### config.mk
export PLATFORM = sky130hd
export DESIGN_NAME = wnt_ctrl
export DESIGN_NICKNAME = d
export VERILOG_FILES = /design/src/hw/rtl/wnt_pkg.sv /design/src/hw/rtl/wnt_ctrl.sv
export SDC_FILE = /design/constraint.sdc
export NUM_CORES = 1
export LEC_CHECK = 0
export CAP_MARGIN = 15
export CORE_AREA = 8 8 45 47
export CTS_CLUSTER_SIZE = 10
export DETAILED_ROUTE_END_ITERATION = 8
export DIE_AREA = 0 0 53 55
export DONT_BUFFER_PORTS = 1
export PLACE_DENSITY = 0.41
export SLEW_MARGIN = 20
export SYNTH_ARGS = -nofsm -noshare
export SYNTH_HDL_FRONTEND = slang
export SYNTH_SLANG_ARGS = --single-unit
### constraint.sdc
create_clock -name clk -period 1.94 [get_ports clk]
set_input_delay 0 -clock clk [delete_from_list [all_inputs] [get_ports clk]]
set_output_delay 0 -clock clk [all_outputs]
set_load 0.01 [all_outputs]
### src/hw/rtl/wnt_pkg.sv
package wnt_pkg;

    // Sizing
    localparam int unsigned MAX_WAYPOINTS_DEF = 1024;
    localparam int unsigned TABLE_LIMIT       = 1024;

    localparam int CMD_W   = 2;
    localparam int IDX_W   = 10;
    localparam int COORD_W = 24;
    localparam int DIST_W  = 25;
    localparam int NUM_W   = 11;
    localparam int RANGE_W = 10;

    // Squared distance: two squares of 25-bit differences
    localparam int D2_W       = 50;
    localparam int ROOT_STEPS = 25;
    localparam int ROOT_CNT_W = 5;

    localparam logic [DIST_W-1:0] DIST_SAT = '1;

    // Command codes
    localparam logic [CMD_W-1:0] CMD_LOAD   = 2'd0;
    localparam logic [CMD_W-1:0] CMD_QUERY  = 2'd1;
    localparam logic [CMD_W-1:0] CMD_REWIND = 2'd2;

    // Configuration registers
    localparam int CFG_INDEX_W = 1;
    localparam int CFG_DATA_W  = 11;
    localparam logic [CFG_INDEX_W-1:0] REG_NUM_WAYPOINTS = 1'd0;
    localparam logic [CFG_INDEX_W-1:0] REG_WINDOW_SPAN   = 1'd1;
    localparam logic [RANGE_W-1:0]     WINDOW_SPAN_RST   = 10'd16;

    typedef struct packed {
        logic [CMD_W-1:0]          command;
        logic [IDX_W-1:0]          waypoint_index;
        logic signed [COORD_W-1:0] pos_x;
        logic signed [COORD_W-1:0] pos_y;
    } wnt_item_t;

    typedef struct packed {
        logic [IDX_W-1:0]  closest_index;
        logic [DIST_W-1:0] nearest_dist;
        logic              table_empty;
    } wnt_result_t;

    // Controller to datapath
    typedef struct packed {
        logic wr_en;
        logic rewind;
        logic query_init;
        logic rd_en;
        logic root_init;
        logic root_step;
        logic publish;
    } wnt_ctrl_t;

    // Datapath to controller
    typedef struct packed {
        logic table_empty;
        logic scan_more;
        logic pipe_busy;
        logic found;
        logic root_last;
    } wnt_stat_t;

endpackage

### src/hw/rtl/wnt_ctrl.sv
module wnt_ctrl
    import wnt_pkg::*;
(
    input  logic             clk,
    input  logic             rst_n,
    input  logic             start,
    input  logic [CMD_W-1:0] command,
    input  wnt_stat_t        stat,
    output logic             busy,
    output logic             done,
    output wnt_ctrl_t        ctrl
);

    localparam logic [2:0] ST_IDLE  = 3'd0;
    localparam logic [2:0] ST_SCAN  = 3'd1;
    localparam logic [2:0] ST_DRAIN = 3'd2;
    localparam logic [2:0] ST_ROOT  = 3'd3;
    localparam logic [2:0] ST_OUT   = 3'd4;

    logic [2:0] state_reg;
    logic [2:0] state_next;

    always_ff @(posedge clk or negedge rst_n)
    begin
        if (!rst_n)
        begin
            state_reg <= ST_IDLE;
        end
        else
        begin
            state_reg <= state_next;
        end
    end

    // Next state and datapath commands
    always_comb
    begin
        state_next = state_reg;
        ctrl       = '0;
        unique case (state_reg)
            ST_IDLE:
            begin
                if (start)
                begin
                    unique case (command)
                        CMD_LOAD:
                        begin
                            ctrl.wr_en = 1'b1;
                        end
                        CMD_QUERY:
                        begin
                            ctrl.query_init = 1'b1;
                            state_next = stat.table_empty ? ST_OUT : ST_SCAN;
                        end
                        CMD_REWIND:
                        begin
                            ctrl.rewind = 1'b1;
                        end
                        default:
                        begin
                        end
                    endcase
                end
            end
            ST_SCAN:
            begin
                ctrl.rd_en = stat.scan_more;
                if (!stat.scan_more)
                begin
                    state_next = ST_DRAIN;
                end
            end
            ST_DRAIN:
            begin
                // wait for the distance pipe to empty
                if (!stat.pipe_busy)
                begin
                    if (stat.found)
                    begin
                        ctrl.root_init = 1'b1;
                        state_next     = ST_ROOT;
                    end
                    else
                    begin
                        state_next = ST_OUT;
                    end
                end
            end
            ST_ROOT:
            begin
                ctrl.root_step = 1'b1;
                if (stat.root_last)
                begin
                    state_next = ST_OUT;
                end
            end
            ST_OUT:
            begin
                ctrl.publish = 1'b1;
                state_next   = ST_IDLE;
            end
            default:
            begin
                state_next = ST_IDLE;
            end
        endcase
    end

    assign busy = (state_reg != ST_IDLE);
    assign done = (state_reg == ST_OUT);

endmodule

Word level (Yosys, flattened, before mapping)
Cells that the tools add are included.

word-level totals
  flip-flop bits (word level) = 3
  latch bits = 0
  RAM bits = 0
  memory bits (read-only) = 0
  bits of input ports = 10
  output and inout bits = 9
  word-level logic and storage cells = 35
  memories = 0

operators by class
  $add $sub $neg = 0
  multiply operators = 0
  div/mod/pow operators = 0
  $lt $le $gt $ge = 0
  eq/ne operators = 11
  shift operators = 0
  multiplexer cells = 19
  bitwise logic cells = 0
  reduce and logical (&&, ||, !) cells = 4

operators with widths
  cell                                            count
  2-to-1 mux 3 bit                                9
  case mux 3 bit (4 select lines)                 1
  2-to-1 mux 1 bit                                9
  != test 2 bit (second input constant)           4
  == test 3 x 2 -> 1 bit (second input constant)  2
  AND reduction 5 bit                             1
  == test 3 x 1 -> 1 bit (second input constant)  1
  == test 3 bit (second input constant)           1
  zero test 3 bit                                 1
  nonzero test 3 bit                              1
  == test 2 x 1 -> 1 bit (second input constant)  1
  == test 2 bit (second input constant)           1
  zero test 2 bit                                 1
  != test 2 x 1 -> 1 bit (second input constant)  1

Logic depth before layout (Yosys ltp)
  depth after elaboration = 4
  depth in mapped cells = 4
  gate-level depth less buffers = 3

Least setup slack after synthesis
Ideal clock, no wire load.

  kind = register -> register
  start = register state_reg[2]
  end = register state_reg[0]
  library setup time = 0.131 ns
  arrival time = 1.170 ns
  data required time = 1.809 ns
  setup slack = 0.639 ns
  stages on the path, launching flop included = 5
  path buffers = 1
  period minus slack after synthesis = 1.301 ns
  cell sequence = dfrtp_1 or3_1 buf_2 a31oi_4 o31ai_2

on the way
  longest elaborated chain between the ends = 3
  elaborated cells on any way between the ends = 11
  those cells by class = eq/ne (8); mux (1); reduce/logical (2)

ends and longest elaborated chain
  what                                                                      RTL line        text
  start: declaration                                                        wnt_ctrl.sv:20  logic [2:0] state_reg;
  start signal: assignment                                                  wnt_ctrl.sv:31  state_reg <= state_next;
  == test 3 x 1 -> 1 bit, or another cell as far along                      wnt_ctrl.sv:40  unique case (state_reg)
  != test 2 bit (no line) / != test 2 x 1 -> 1 bit (equally long branches)  -
  AND reduction 5 bit (no line)                                             -

Parallel ways exist; a longest one is shown, timed or not.
A chain may end at the register's enable or synchronous reset.

==> results.ini <==
[die]
ios=19
chipWidth_um=53
core_sq_um=1384
die_area_sq_um=2915
fp.dieH_um=55
rows=14
start_util_pct=22.97

[critical_path]
cp_max_fo=15
cp.arrival_ns=1.69
r2r_cells=3
cp.required_ns=1.94
start_kind=flip-flop
worst-setup-path-type=reg -> out
rrSetupSlack_ns=0.45
crit_path_end_kind=output pin

[cells_and_area]
final_core_util_pct=27.58
instances_no_fill=58
largest_reg_flops=3
fin_nets=53
drive_gt1_share_pct=16.67
n_antenna_cell=0
syn2layout_area_growth_pct=20.08

[yosys]
yosysSeqAreaShare_pct=23.62
syn_area_per_cell_sq_um=8.363
synth_adder_area_share_pct=0
synth-simple-area-share_pct=39.76
synth.largest_area_cell=dfrtp_1
synth_xor_area_share_pct=0
ys_top_cells_by_area=dfrtp_1 (24%), nor4b_2 (9.4%), a31oi_4 (6.7%)
synth-compound-area-share_pct=25.98
synth_edf_count=0
yosysTopAreaCellShare_pct=23.62
synth-async-reset-ratio_pct=100.0
synthCells=38
netlist_area_sq_um=317.8
syn-num-nets=48
synth_top_family_by_area=simple AND/OR/NAND/NOR gates
ys_types=23
yosysWarnings=0
ys_ff_latch=3
ys.flop_type=dfrtp_1
synthMuxAreaShare_pct=0

[detailed_routing]
drt_wl_total_um=811
vias=295
vias_per_cell=5.086
drc=0
drt_first_pass_iters=4
postRouteAntennaNets=0
drt_iter0_markers=4
avgRoutedWirePerCell_um=13.98

[clock_network]
cts_resized=0
cts_tree=done
postCtsHoldBufs=4
clockBufferDepth=2
cts-root-buf=clkbuf_4
clock_sinks=3
h-tree-depth=1
numCtsBuffers=3
post_cts_buffers=0
clk_pin_slew_ns=0.04
clk_latency_ns=0.23

[power_and_ir_drop]
power_uw=520.8
p_leak_uw=0.0001411
peakVddDrop_mv=0.5527
powerDensity_nw_per_um2=1365

[global_routing]
grt_pass1_vias=327
grt.total_usage_pct=6.349
grt_max_degree=16
antenna_found_initial=0
gr-total-overflow=0
grt_pass1_wl_um=1345

[sta]
slew_viol_final=0
hold_slack_ns=0.01929
worst_slew_pin_slew_ns=0.6511
slew_headroom_pct=56.26
final_hold_viol_count=0
fmax_mhz=591.1
fin_skew_ns=0.001334
fin_crit_sh_pct=87.20
setup_viol=0
fin_tns_setup_ns=0
rsz0062_at_grt=false
finalCriticalPeriod_ns=1.692

[status]
status=finished, final reports clean

[place]
io_buffers=0
hpwl_um=632.1
place_congestion=0.7517
place_inst=50

[job]
cap_violations=0

[min_path]
hp-class=in -> async

power breakdown:
part           internal (uW)  switching, uW
logic                    110            141
clock network           77.1           31.9
registers               89.8           71.1
final timing paths:
kind / from / endpoint
worst max-delay path: state_reg[1] / ctrl[4]
worst min-delay path: rst_n / state_reg[2]
worst max register to register: state_reg[1] / state_reg[0]
min in group clk: stat[3] / state_reg[1]
worst min register to register: state_reg[2] / state_reg[1]
max in group asynchronous: rst_n / state_reg[0]
critical path, stage by stage, from the launching register on:
cell	delay, ns
dfrtp_1	0.50
or3_1	0.56
nor3_1	0.40
through the flow:
step / setup slack, ns / area [sq um]
6_report: 0.2482 / 381.6
5_1_grt: 0.1313 / 381.6
4_1_cts: 0.1957 / 381.6
3_5_place_dp: 0.4407 / 315.3
3_3_place_gp: 0.4706 / 315.3
2_1_floorplan: 0.6394 / 317.8
per-layer routing:
layer  wire, um  global-route usage [%]  share of wire [%]  up-vias
met5          0                       0                  0        -
met4          0                   6.466                  0        0
met3        123                   4.545                 15        0
met2        394                   9.180                 49       15
met1        293                   5.649                 36      132
li1           -                       -                  -      148
layout make-up:
class	count	area (sq um)
fill	160	1002
multi-input combinational	28	209.0
sequential	3	75.07
timing repair buffer	4	40.04
clock buffer	4	26.28
tap	16	20.02
inverter	3	11.26
logic make-up (layout without fill, tap and decap cells):
logic type / Yosys count / count (layout)
compound gates: 9 / 9
buf+inv: 7 / 11
flops: 3 / 3
simple gates: 19 / 19
cell usage in the layout, fill, tap and decap left out, types with 2 or more instances in the layout:
cell type / instances
nor4b_2: 2
inv_1: 3
nand2_1: 3
nor3_1: 3
nand2b_1: 3
dfrtp_1: 3
nor2b_1: 2
clkbuf_4: 3
dlygate4sd3_1: 4
a21oi_1: 2
Note: power is estimated with default switching activity, not from simulation.
